File: src/rtl/pwmlc_pkg.sv
// ----------------------------------------------------------------------------
// pwmlc_pkg: shared types and constants for the PWM LED controller
// Request and response words, register map codes and count byte helpers.
// ----------------------------------------------------------------------------
package pwmlc_pkg;

	// Widths of the response fields, fixed by the interface
	localparam int OUT_CHANNELS   = 16;
	localparam int OUT_COUNT_BITS = 12;

	typedef enum logic [1:0] {
		REQ_WRITE = 2'd0,
		REQ_READ  = 2'd1,
		REQ_TICK  = 2'd2,
		REQ_NONE  = 2'd3
	} req_type_t;

	typedef struct packed {
		req_type_t   req_type;
		logic [7:0]  reg_address;
		logic [7:0]  write_data;
	} req_t;

	typedef struct packed {
		logic [7:0]                read_data;
		logic [OUT_CHANNELS-1:0]   pwm_outputs;
		logic [OUT_COUNT_BITS-1:0] counter_value;
	} rsp_t;

	// 13-bit channel count: bit 12 is the full flag
	typedef logic [12:0] count_t;
	localparam int FULL_BIT = 12;

	// Register map
	localparam logic [7:0] ADDR_MODE1    = 8'h00;
	localparam logic [7:0] ADDR_MODE2    = 8'h01;
	localparam logic [7:0] ADDR_SUB0     = 8'h02;
	localparam logic [7:0] ADDR_SUB3     = 8'h05;
	localparam logic [7:0] ADDR_CHAN0    = 8'h06;
	localparam logic [7:0] ADDR_ALL      = 8'hFA;
	localparam logic [7:0] ADDR_ALL_LAST = 8'hFD;
	localparam logic [7:0] ADDR_PRESCALE = 8'hFE;

	// Mode1 bits, reset values and the prescale floor
	localparam int         MODE_RESTART_BIT = 7;
	localparam int         MODE_SLEEP_BIT   = 4;
	localparam logic [7:0] MODE1_RESET      = 8'h11;
	localparam logic [7:0] PRESCALE_RESET   = 8'd30;
	localparam logic [7:0] PRESCALE_MIN     = 8'd3;
	localparam count_t     ON_RESET         = 13'h0000;
	localparam count_t     OFF_RESET        = 13'h1000;

	// Replace the low or high byte of a count; the high byte carries bits 12..8
	function automatic count_t put_byte(input count_t cnt, input logic hi,
		input logic [7:0] d);
		count_t r;
		if (hi) begin
			r = {d[4:0], cnt[7:0]};
		end else begin
			r = {cnt[12:8], d};
		end
		return r;
	endfunction

	function automatic logic [7:0] get_byte(input count_t cnt, input logic hi);
		logic [7:0] r;
		if (hi) begin
			r = {3'b000, cnt[12:8]};
		end else begin
			r = cnt[7:0];
		end
		return r;
	endfunction

endpackage

File: src/rtl/pwmlc_levels.sv
// ----------------------------------------------------------------------------
// pwmlc_levels: per-channel output level compare
// Compares the period counter against each channel's on and off counts.
// ----------------------------------------------------------------------------
module pwmlc_levels import pwmlc_pkg::*; #(
	parameter int CHANNELS   = 16,
	parameter int COUNT_BITS = 12
) (
	input  logic                  sleep,
	input  count_t                on_counts  [CHANNELS],
	input  count_t                off_counts [CHANNELS],
	input  logic [COUNT_BITS-1:0] counter,
	output logic [CHANNELS-1:0]   levels
);

	always_comb begin
		logic [COUNT_BITS-1:0] on_c;
		logic [COUNT_BITS-1:0] off_c;
		for (int n = 0; n < CHANNELS; n++) begin
			on_c  = on_counts[n][COUNT_BITS-1:0];
			off_c = off_counts[n][COUNT_BITS-1:0];
			if (sleep || off_counts[n][FULL_BIT]) begin
				levels[n] = 1'b0;
			end else if (on_counts[n][FULL_BIT]) begin
				levels[n] = 1'b1;
			end else if (on_c < off_c) begin
				levels[n] = (counter >= on_c) && (counter < off_c);
			end else if (on_c > off_c) begin
				// window wraps round the end of the period
				levels[n] = (counter >= on_c) || (counter < off_c);
			end else begin
				levels[n] = 1'b0;
			end
		end
	end

endmodule

File: src/rtl/pwm_led_controller_registers.sv
// ----------------------------------------------------------------------------
// pwm_led_controller_registers: 16-channel PWM LED controller register model
// Byte register reads and writes and oscillator ticks, one word per request.
// ----------------------------------------------------------------------------
// Usage:
//   The req channel carries one word per item: a register write, a register
//   read or one oscillator tick. The rsp channel returns exactly one word per
//   request: the read byte (zero unless a read of a readable address), the
//   channel output levels and the period counter, all as they stand after the
//   request has taken effect.
//   A request taken is captured in the input register and applied to the
//   register file once the output register can take its response, which is
//   loaded into the output register at the same edge. Throughput is one
//   request per clock while rsp_ready stays high, set by the single compare
//   and update pass between the input register and the output register.
//   When rsp_ready is low the response word holds and the input register
//   keeps its word; req_ready stays high as long as the input register is
//   empty or moving on, so at most two words wait inside.
//   Reset puts mode1 at sleep with all-call, mode2 and sub-addresses at zero,
//   every channel full off, prescale at thirty and the divider and counter
//   at zero; both channels come up empty.
// ----------------------------------------------------------------------------
module pwm_led_controller_registers import pwmlc_pkg::*; #(
	parameter int CHANNELS   = 16,
	parameter int COUNT_BITS = 12
) (
	input  logic clk,
	input  logic arst_n,
	input  logic req_valid,
	output logic req_ready,
	input  req_t req,
	output logic rsp_valid,
	input  logic rsp_ready,
	output rsp_t rsp
);

	localparam int          CH_W     = (CHANNELS > 1) ? $clog2(CHANNELS) : 1;
	localparam logic [8:0]  CHAN_END = 9'(ADDR_CHAN0) + 9'(4 * CHANNELS);

	// Input register
	req_t req_s1;
	logic valid_s1;
	logic fire_s1;
	logic out_free;

	// Register file
	logic [7:0]            mode1_q, mode1_d;
	logic [7:0]            mode2_q, mode2_d;
	logic [7:0]            sub_q [4];
	logic [7:0]            sub_d [4];
	count_t                on_q  [CHANNELS];
	count_t                on_d  [CHANNELS];
	count_t                off_q [CHANNELS];
	count_t                off_d [CHANNELS];
	logic [7:0]            prescale_q, prescale_d;
	logic [7:0]            div_q, div_d;
	logic [COUNT_BITS-1:0] cnt_q, cnt_d;

	// Output register
	rsp_t rsp_q;
	logic rsp_valid_q;

	logic [7:0]          rdata;
	logic [CHANNELS-1:0] lvl;

	// Address decode
	logic [7:0]      addr;
	logic [7:0]      wdata;
	logic [7:0]      chan_off;
	logic [CH_W-1:0] chan_idx;
	logic            chan_hit;
	logic            all_hit;
	logic            sub_hit;
	logic [1:0]      all_sel;
	logic [1:0]      sub_idx;

	assign out_free  = !rsp_valid_q || rsp_ready;
	assign fire_s1   = valid_s1 && out_free;
	assign req_ready = !valid_s1 || out_free;

	assign addr     = req_s1.reg_address;
	assign wdata    = req_s1.write_data;
	assign chan_off = addr - ADDR_CHAN0;
	assign chan_idx = chan_off[CH_W+1:2];
	assign chan_hit = (addr >= ADDR_CHAN0) && ({1'b0, addr} < CHAN_END);
	assign all_hit  = (addr >= ADDR_ALL) && (addr <= ADDR_ALL_LAST);
	assign all_sel  = 2'(addr - ADDR_ALL);
	assign sub_hit  = (addr >= ADDR_SUB0) && (addr <= ADDR_SUB3);
	assign sub_idx  = 2'(addr - ADDR_SUB0);

	always_ff @(posedge clk or negedge arst_n) begin
		if (!arst_n) begin
			valid_s1 <= 1'b0;
		end else if (req_ready) begin
			valid_s1 <= req_valid;
		end
	end

	always_ff @(posedge clk) begin
		if (req_ready && req_valid) begin
			req_s1 <= req;
		end
	end

	// Apply the request to the register file
	always_comb begin
		logic [7:0] nv;
		mode1_d    = mode1_q;
		mode2_d    = mode2_q;
		sub_d      = sub_q;
		on_d       = on_q;
		off_d      = off_q;
		prescale_d = prescale_q;
		div_d      = div_q;
		cnt_d      = cnt_q;
		rdata      = 8'h00;
		nv         = 8'h00;
		if (fire_s1) begin
			case (req_s1.req_type)
				REQ_WRITE: begin
					if (addr == ADDR_MODE1) begin
						// writing 1 to restart clears it; going to sleep sets it
						nv = {(wdata[MODE_RESTART_BIT] ? 1'b0 : mode1_q[MODE_RESTART_BIT]),
							wdata[6:0]};
						if (!mode1_q[MODE_SLEEP_BIT] && wdata[MODE_SLEEP_BIT]) begin
							nv[MODE_RESTART_BIT] = 1'b1;
						end
						mode1_d = nv;
					end else if (addr == ADDR_MODE2) begin
						mode2_d = wdata;
					end else if (sub_hit) begin
						sub_d[sub_idx] = wdata;
					end else if (addr == ADDR_PRESCALE) begin
						if (mode1_q[MODE_SLEEP_BIT]) begin
							prescale_d = (wdata < PRESCALE_MIN) ? PRESCALE_MIN : wdata;
						end
					end else if (chan_hit) begin
						for (int n = 0; n < CHANNELS; n++) begin
							if (chan_idx == CH_W'(n)) begin
								if (chan_off[1]) begin
									off_d[n] = put_byte(off_q[n], chan_off[0], wdata);
								end else begin
									on_d[n] = put_byte(on_q[n], chan_off[0], wdata);
								end
							end
						end
					end else if (all_hit) begin
						for (int n = 0; n < CHANNELS; n++) begin
							if (all_sel[1]) begin
								off_d[n] = put_byte(off_q[n], all_sel[0], wdata);
							end else begin
								on_d[n] = put_byte(on_q[n], all_sel[0], wdata);
							end
						end
					end
				end
				REQ_READ: begin
					if (addr == ADDR_MODE1) begin
						rdata = mode1_q;
					end else if (addr == ADDR_MODE2) begin
						rdata = mode2_q;
					end else if (sub_hit) begin
						rdata = sub_q[sub_idx];
					end else if (addr == ADDR_PRESCALE) begin
						rdata = prescale_q;
					end else if (chan_hit) begin
						rdata = chan_off[1] ? get_byte(off_q[chan_idx], chan_off[0])
							: get_byte(on_q[chan_idx], chan_off[0]);
					end
				end
				REQ_TICK: begin
					if (!mode1_q[MODE_SLEEP_BIT]) begin
						if (div_q >= prescale_q) begin
							div_d = 8'h00;
							cnt_d = cnt_q + 1'b1;
						end else begin
							div_d = div_q + 8'd1;
						end
					end
				end
				default: begin
				end
			endcase
		end
	end

	always_ff @(posedge clk or negedge arst_n) begin
		if (!arst_n) begin
			mode1_q    <= MODE1_RESET;
			mode2_q    <= 8'h00;
			prescale_q <= PRESCALE_RESET;
			div_q      <= 8'h00;
			cnt_q      <= '0;
			for (int i = 0; i < 4; i++) begin
				sub_q[i] <= 8'h00;
			end
			for (int n = 0; n < CHANNELS; n++) begin
				on_q[n]  <= ON_RESET;
				off_q[n] <= OFF_RESET;
			end
		end else begin
			mode1_q    <= mode1_d;
			mode2_q    <= mode2_d;
			prescale_q <= prescale_d;
			div_q      <= div_d;
			cnt_q      <= cnt_d;
			sub_q      <= sub_d;
			on_q       <= on_d;
			off_q      <= off_d;
		end
	end

	// Levels after the request's effect
	pwmlc_levels #(
		.CHANNELS   (CHANNELS),
		.COUNT_BITS (COUNT_BITS)
	) u_levels (
		.sleep      (mode1_d[MODE_SLEEP_BIT]),
		.on_counts  (on_d),
		.off_counts (off_d),
		.counter    (cnt_d),
		.levels     (lvl)
	);

	always_ff @(posedge clk or negedge arst_n) begin
		if (!arst_n) begin
			rsp_valid_q <= 1'b0;
		end else if (out_free) begin
			rsp_valid_q <= fire_s1;
		end
	end

	always_ff @(posedge clk) begin
		if (fire_s1) begin
			rsp_q.read_data     <= rdata;
			rsp_q.pwm_outputs   <= OUT_CHANNELS'(lvl);
			rsp_q.counter_value <= OUT_COUNT_BITS'(cnt_d);
		end
	end

	assign rsp_valid = rsp_valid_q;
	assign rsp       = rsp_q;

	// Checks
	a_prescale_floor: assert property (@(posedge clk) disable iff (!arst_n)
		prescale_q >= PRESCALE_MIN)
		else $error("prescale below minimum");

	a_sleep_holds_counter: assert property (@(posedge clk) disable iff (!arst_n)
		mode1_q[MODE_SLEEP_BIT] |=> $stable(cnt_q))
		else $error("counter moved while sleeping");

	a_stall_keeps_word: assert property (@(posedge clk) disable iff (!arst_n)
		valid_s1 && rsp_valid && !rsp_ready |=> valid_s1 && $stable(req_s1))
		else $error("input word dropped during output stall");

	a_read_data_zero: assert property (@(posedge clk) disable iff (!arst_n)
		fire_s1 && (req_s1.req_type != REQ_READ) |=> rsp.read_data == 8'h00)
		else $error("nonzero read data for a non-read request");

endmodule

File: config.mk
export PLATFORM = sky130hd
export DESIGN_NAME = pwm_led_controller_registers
export DESIGN_NICKNAME = d
export VERILOG_FILES = /design/src/rtl/pwmlc_pkg.sv /design/src/rtl/pwmlc_levels.sv /design/src/rtl/pwm_led_controller_registers.sv
export SDC_FILE = /design/constraint.sdc
export NUM_CORES = 2
export LEC_CHECK = 0
export ABC_AREA = 1
export BUFFER_PORTS_ARGS = -buffer_cell sky130_fd_sc_hd__buf_2
export CORE_UTILIZATION = 40
export CTS_CLUSTER_SIZE = 24
export DETAILED_ROUTE_END_ITERATION = 16
export SLEW_MARGIN = 20
export SYNTH_ARGS = -nofsm -noshare
export SYNTH_HDL_FRONTEND = slang
export SYNTH_HIERARCHICAL = 1
export SYNTH_SLANG_ARGS = --single-unit
File: constraint.sdc
create_clock -name clk -period 12.9 [get_ports clk]
set_input_delay 3.225 -clock clk [delete_from_list [all_inputs] [get_ports clk]]
set_output_delay 3.225 -clock clk [all_outputs]
set_load 0.005 [all_outputs]
== Word-level counts from Yosys, hierarchy flattened ==
Index checks and enable logic that the tools add are counted.

* Output and inout port bits: 38
* Input bits: 22
* Register bits: 548
* Word-level logic and storage cells: 496

* Magnitude comparators: 75
* Muxes and demuxes: 255
* Reduce and logical (&&, ||, !) cells: 70
* Bitwise gates (word level): 6
* Eq/ne operators: 19
* $add $sub $neg: 5

{| class="wikitable"
|+ Operators with widths
! kind !! count
|-
| 208-bit 2-to-1 mux || 16
|-
| 13-bit 2-to-1 mux || 164
|-
| 12-bit < comparator || 32
|-
| 12-bit >= comparator || 16
|-
| 12-bit > comparator || 16
|-
| 13-bit binary-select mux with 4-bit select || 2
|-
| 8-bit 2-to-1 mux || 13
|-
| 1-bit 2-to-1 mux || 50
|-
| 12-bit 2-to-1 mux || 4
|-
| 1-bit logical OR || 34
|-
| 32-bit bitwise mux || 1
|-
| 4-bit == test (second input constant) || 8
|-
| 1-bit logical AND || 23
|-
| 8-bit binary-select mux with 2-bit select || 1
|-
| 8-bit demux with 2-bit select || 1
|-
| 4-bit by 3-bit == test with 1-bit output (second input constant) || 4
|-
| 5-bit 2-to-1 mux || 3
|-
| 12-bit by 1-bit adder with 12-bit output (second input constant) || 1
|-
| 8-bit by 1-bit adder with 8-bit output (second input constant) || 1
|-
| 4-bit by 2-bit == test with 1-bit output (second input constant) || 2
|-
| 8-bit by 1-bit == test with 1-bit output (second input constant) || 1
|-
| 8-bit == test (second input constant) || 1
|-
| 8-bit by 2-bit >= comparator with 1-bit output (second input constant) || 1
|-
| 8-bit by 3-bit >= comparator with 1-bit output (second input constant) || 1
|-
| 26 further kinds || 34
|}

== Logic depth before layout (Yosys ltp) ==
* Word-level depth: 16
* Mapped depth: 31

== Hierarchy ==
The synthesis kept the hierarchy.

{| class="wikitable"
|+ By module, submodules not included
! module !! area an instance (um^2) !! cells each !! seq. area each (um^2) !! times used
|-
| pwm_led_controller_registers || 26,096.3 || 3,210 || 14,010.9 || 1
|-
| pwmlc_levels || 15,910.3 || 2,791 || 0.0 || 1
|}

== Least setup slack after synthesis ==
No wires, ideal clock.

* Kind: input to register
* Start: in rsp_ready
* End: reg rsp_q, in the netlist rsp[18], data pin
* Library setup time: 0.249 ns
* Slack: 5.836 ns
* Required time: 12.651 ns
* Path buffers: 1
* Stages: 23
* Data arrival time: 6.814 ns
* Cells stage by stage: inv_1 nand2_1 nand2_1 nor3_1 nand2_1 inv_1 buf_2 nand2_1 nor2_1 xor2_1 ha_1 nand2_1 nand2_1 nand2_1 nand2_1 nand2_1 nand2_1 nor2_1 nand2_1 nand2_1 nand3_1 nand2_1 inv_1

* Cells in the longest elaborated chain, start to end: 8
* Elaborated cells on any way between the ends: 16

{| class="wikitable"
|+ Ends and longest elaborated chain
! item !! line !! RTL
|-
| start: declaration || pwm_led_controller_registers.sv:33 || <nowiki>input logic rsp_ready,</nowiki>
|-
| 1-bit logical OR * || pwm_led_controller_registers.sv:77 || <nowiki>assign out_free = !rsp_valid_q || rsp_ready;</nowiki>
|-
| 1-bit logical AND * || pwm_led_controller_registers.sv:78 || <nowiki>assign fire_s1 = valid_s1 && out_free;</nowiki>
|-
| 12-bit 2-to-1 mux * || pwm_led_controller_registers.sv:118 || <nowiki>if (fire_s1) begin</nowiki>
|-
| net cnt_d[5] || pwm_led_controller_registers.sv:57 || <nowiki>logic [COUNT_BITS-1:0] cnt_q, cnt_d;</nowiki>
|-
| 12-bit >= comparator or 12-bit < comparator (tied branches) || pwmlc_levels.sv:27, pwmlc_levels.sv:30 ||
|-
| 1-bit logical OR || pwmlc_levels.sv:30 || <nowiki>levels[n] = (counter >= on_c) || (counter < off_c);</nowiki>
|-
| 1-bit 2-to-1 mux || pwmlc_levels.sv:28 || <nowiki>end else if (on_c > off_c) begin</nowiki>
|-
| 1-bit 2-to-1 mux * || pwmlc_levels.sv:26 || <nowiki>end else if (on_c < off_c) begin</nowiki>
|-
| 1-bit 2-to-1 mux * || pwmlc_levels.sv:24 || <nowiki>end else if (on_counts[n][FULL_BIT]) begin</nowiki>
|-
| end: declaration || pwm_led_controller_registers.sv:60 || <nowiki>rsp_t rsp_q;</nowiki>
|}

The timed path passes the listed nets; every way through them passes the cells marked *.
A chain may end at the register's enable or synchronous reset.

==> results.md <==
- Status: complete, no violations
- Hold crit path type: reg -> reg
- Internal cell power: 4175 uW
- IO Pins: 60
- PD cells: 152.6 nW/um^2
- Clock sinks: 548
- Max frequency: ~140 MHz
- Setup violators final: 0
- First-pass GRT wire length: approximately 230000 um
- Grt met2 use: 43.64%
- Resized cells post-CTS: 0
- H-Tree Depth: 3
- Number of global-route vias before repair: 36780
- Area leader, netlist: dfrtp_1
- Total congestion overflow: 0
- Worst hold slack: between 0.4 and 0.5 ns
- Num CTS Buffers: 68
- Clock share of power: around 29%
- CTS tree: done
- Input/output buffers: 59
- Switching power: 2845 uW
- GPL Wtd Cong: 1.018
- Antenna-violating nets left: 0
- Worst-Skew Late Latency: 0.64 ns
- Clock root cell: clkbuf_16
- Setup_tns: 0 ns
- Rel. slew slack: between 20 and 30%
- Die W: 326.1 um
- Setup CP Type: in -> reg
- Final Critical Period: between 7 and 8 ns
- Initial antenna violation count: 0
- Clock transition at path regs: roughly 0.06 ns
- Fin. Hold Viols: 0
- Met1 usage: 41.15%
- EDFF count, synth: 54
- Synth Flop Type: dfrtp_1
- Synthesized net count: roughly 6600
- P&R area growth vs syn: 9.487%
- Layout cells sized above 1: 6.098%
- Register area: 14010 um^2
- Busiest grt layer: met2
- Final WS setup: between 5 and 6 ns
- Vias: 39150
- Drt pass-1 iters: 7
- Wirelength, routed: 156500 um
- Reg power frac: 31.7%
- Clock Skew: 0.03150 ns
- Height of the die: 326.1 um
- # rows: ~120
- WL/cell: 21.10 um
- Die ar.: between 100000 and 150000 um^2
- DR iter-0 viols: 4209
- Detailed placement HPWL: 106000 um
- Slew @ Worst Pin: 1.118 ns
- Vias/cell: 5.278
- Critical Path End Type: flip-flop
- Syn_area_per_cell: 7.000 um^2
- Critical Path RT: 13.28 ns
- DRC viols: 0
- Initial core utilization: between 40% and 50%
- Total global-route track usage: 29.04%
- Synth Warn #: 6
- Sw Share: 40.52%
- Fin. max-slew vios: 0
- Register area share after synthesis: between 30% and 40%
- Area of the mapped netlist: 42010 um^2
- M3 GR Usage: 4.853%
- Fin crit share: approximately 57%
- Crit-path max FO: 30
- Clock tree buffer depth: 3
- Logic gate share of total power: 39.4%
- Count of state elements after synthesis: 548
- Largest net degree at the start of global routing: 166
- Worst setup SP type: input pin
- Setup repair bufs after CTS: 0
- RSZ-0062 raised after global routing: false
- Core Footprint: 103800 um^2
- CTS Hold Bufs: 0
- Post-synthesis cell type count: 46
- Top post-synthesis cells by area: dfrtp_1 (28%), nand2_1 (18%), ha_1 (17%)
- Pre-CTS WS: 5.035 ns
- Leakage: roughly 0.026 uW
- Max Cap Violations: 0
- Filler Cells Inserted: 10620
- Cell count after synthesis: 6001
- Fraction of registers with async set/reset: between 90% and 100%
- Worst vdd ir: 161.6 uV
- Multi-input combinational cell area: 23040 um^2
- Fin nets: 6574
- Post-synth top area share: 28.12%
- Data arrival, critical path: just under 8 ns
## stage by stage
stage,std cells,util (%),cell area [um^2],power [uW]
2_1_floorplan,6001,-,42010,4101
4_1_cts,7415,44.31,45990,6978
3_3_place_gp,7290,42.08,43680,4880
3_5_place_dp,7290,42.08,43680,4938
5_1_grt,7415,44.31,45990,7491
6_report,7417,44.31,45990,7020
## cells by family after synthesis
kind of cell               Yosys count  share of synthesized area (%)
DFF                                548                          33.35
and+or+nand+nor                   2589                          24.20
buffers and inverters             1316                          12.28
xor gates and xnor gates            16                         0.3336
adders and majority gates          572                          17.04
AOI/OAI and AO/OA                  960                          12.80
## synthesized netlist by cell type, types with 4 or more instances
cell         n
buf_2       79
xor2_1      12
dfstp_2     22
inv_1     1104
nor2_2      25
nand2_2     24
buf_1       18
inv_2        7
ha_1       572
a22oi_1      8
nor2_1     338
o21ai_0    403
o22ai_2     14
nand4_1     18
buf_6        6
buf_4        9
nand2_1   2060
nand3_1     94
o22ai_1    271
nand2_4     11
clkbuf_1    86
edfxtp_1    54
o211ai_1     9
a21oi_1    205
a21oi_2      9
nor3_1       9
xnor2_1      4
o21ai_1     22
a21o_1      16
dfrtp_1    472
## registers in the layout, indices dropped and copies added, names as in the netlist, 12 cells and up
| register | count |
|---|---|
| off_q | 208 |
| on_q | 208 |
| rsp | 36 |
| sub_q | 32 |
| cnt_q | 12 |
## worst paths after layout
check	from	to	slack (ns)	cells past startpoint
min in group asynchronous	arst_n	off_q[179]	2.71	1
max in group asynchronous	arst_n	on_q[146]	8.63	2
max reg2reg	addr[1]	rsp[24]	7.26	25
min reg2reg	sub_q[29]	sub_q[29]	0.49	2
max	rsp_ready	rsp[24]	5.56	27
min	sub_q[29]	sub_q[29]	0.49	2
## cell type report
cell class                 instances  share of cell area [%]
clock inverter                    22                  0.6964
timing repair buffer             111                   1.567
inverter                        1114                   9.097
sequential                       548                   30.46
tap                             1380                   3.754
antenna                            2                 0.01088
multi-input combinational       4137                   50.09
clock buffer                     103                   4.317
## power by group through the flow
stage          Combinational (uW)  Sequential, uW  Clock [uW]
3_5_place_dp                 2690            2250           0
2_1_floorplan                1890            2210           0
3_3_place_gp                 2640            2240           0
4_1_cts                      2710            2220        2050
5_1_grt                      3120            2260        2110
6_report                     2770            2230        2030
## placed cells by master (no fill, tap or decap), types with 5 or more instances in the layout
cell	instances
a21o_1	16
ha_1	571
nand4_1	18
dfstp_2	22
xor2_4	5
o211ai_1	9
clkbuf_8	11
o22ai_2	14
edfxtp_1	54
clkbuf_16	70
nand2_2	39
bufinv_16	7
xor2_1	7
inv_1	1099
a21oi_2	9
a22oi_1	8
clkbuf_1	22
nor2_1	337
a21oi_1	205
clkinv_2	8
nor3_1	9
nand2_1	2043
nor2_2	25
dfrtp_1	472
inv_2	11
buf_4	50
buf_2	58
nand3_1	94
o21ai_1	22
nand2_4	13
o22ai_1	271
o21ai_0	402
## routing by layer
metal	wire length, um	part of all wire, %	vias up
met3	13540	8.7	278
met1	69710	45	18290
met5	0	0	-
li1	-	-	18910
met2	66410	42	1671
met4	6805	4.3	0
## critical path, stage by stage
cell      delay (ns)
buf_2           0.07
inv_1           0.04
nand2_1         0.07
nand2_1         0.16
nor2_1          0.30
nand3b_4        0.13
nor2_2          0.17
o21ai_2         0.08
inv_2           0.05
buf_4           0.41
nand2_1         0.76
nor2_1          0.84
o22ai_1         0.20
inv_1           0.16
ha_1            0.25
nand2_1         0.11
inv_1           0.04
nand2_1         0.05
nand2_1         0.05
nand2_1         0.06
nand2_1         0.06
nor2_2          0.12
nor2_1          0.06
nand2_1         0.06
nand3_1         0.06
nand2_1         0.06
inv_1           0.04
Note: power is estimated with default switching activity, not from simulation.
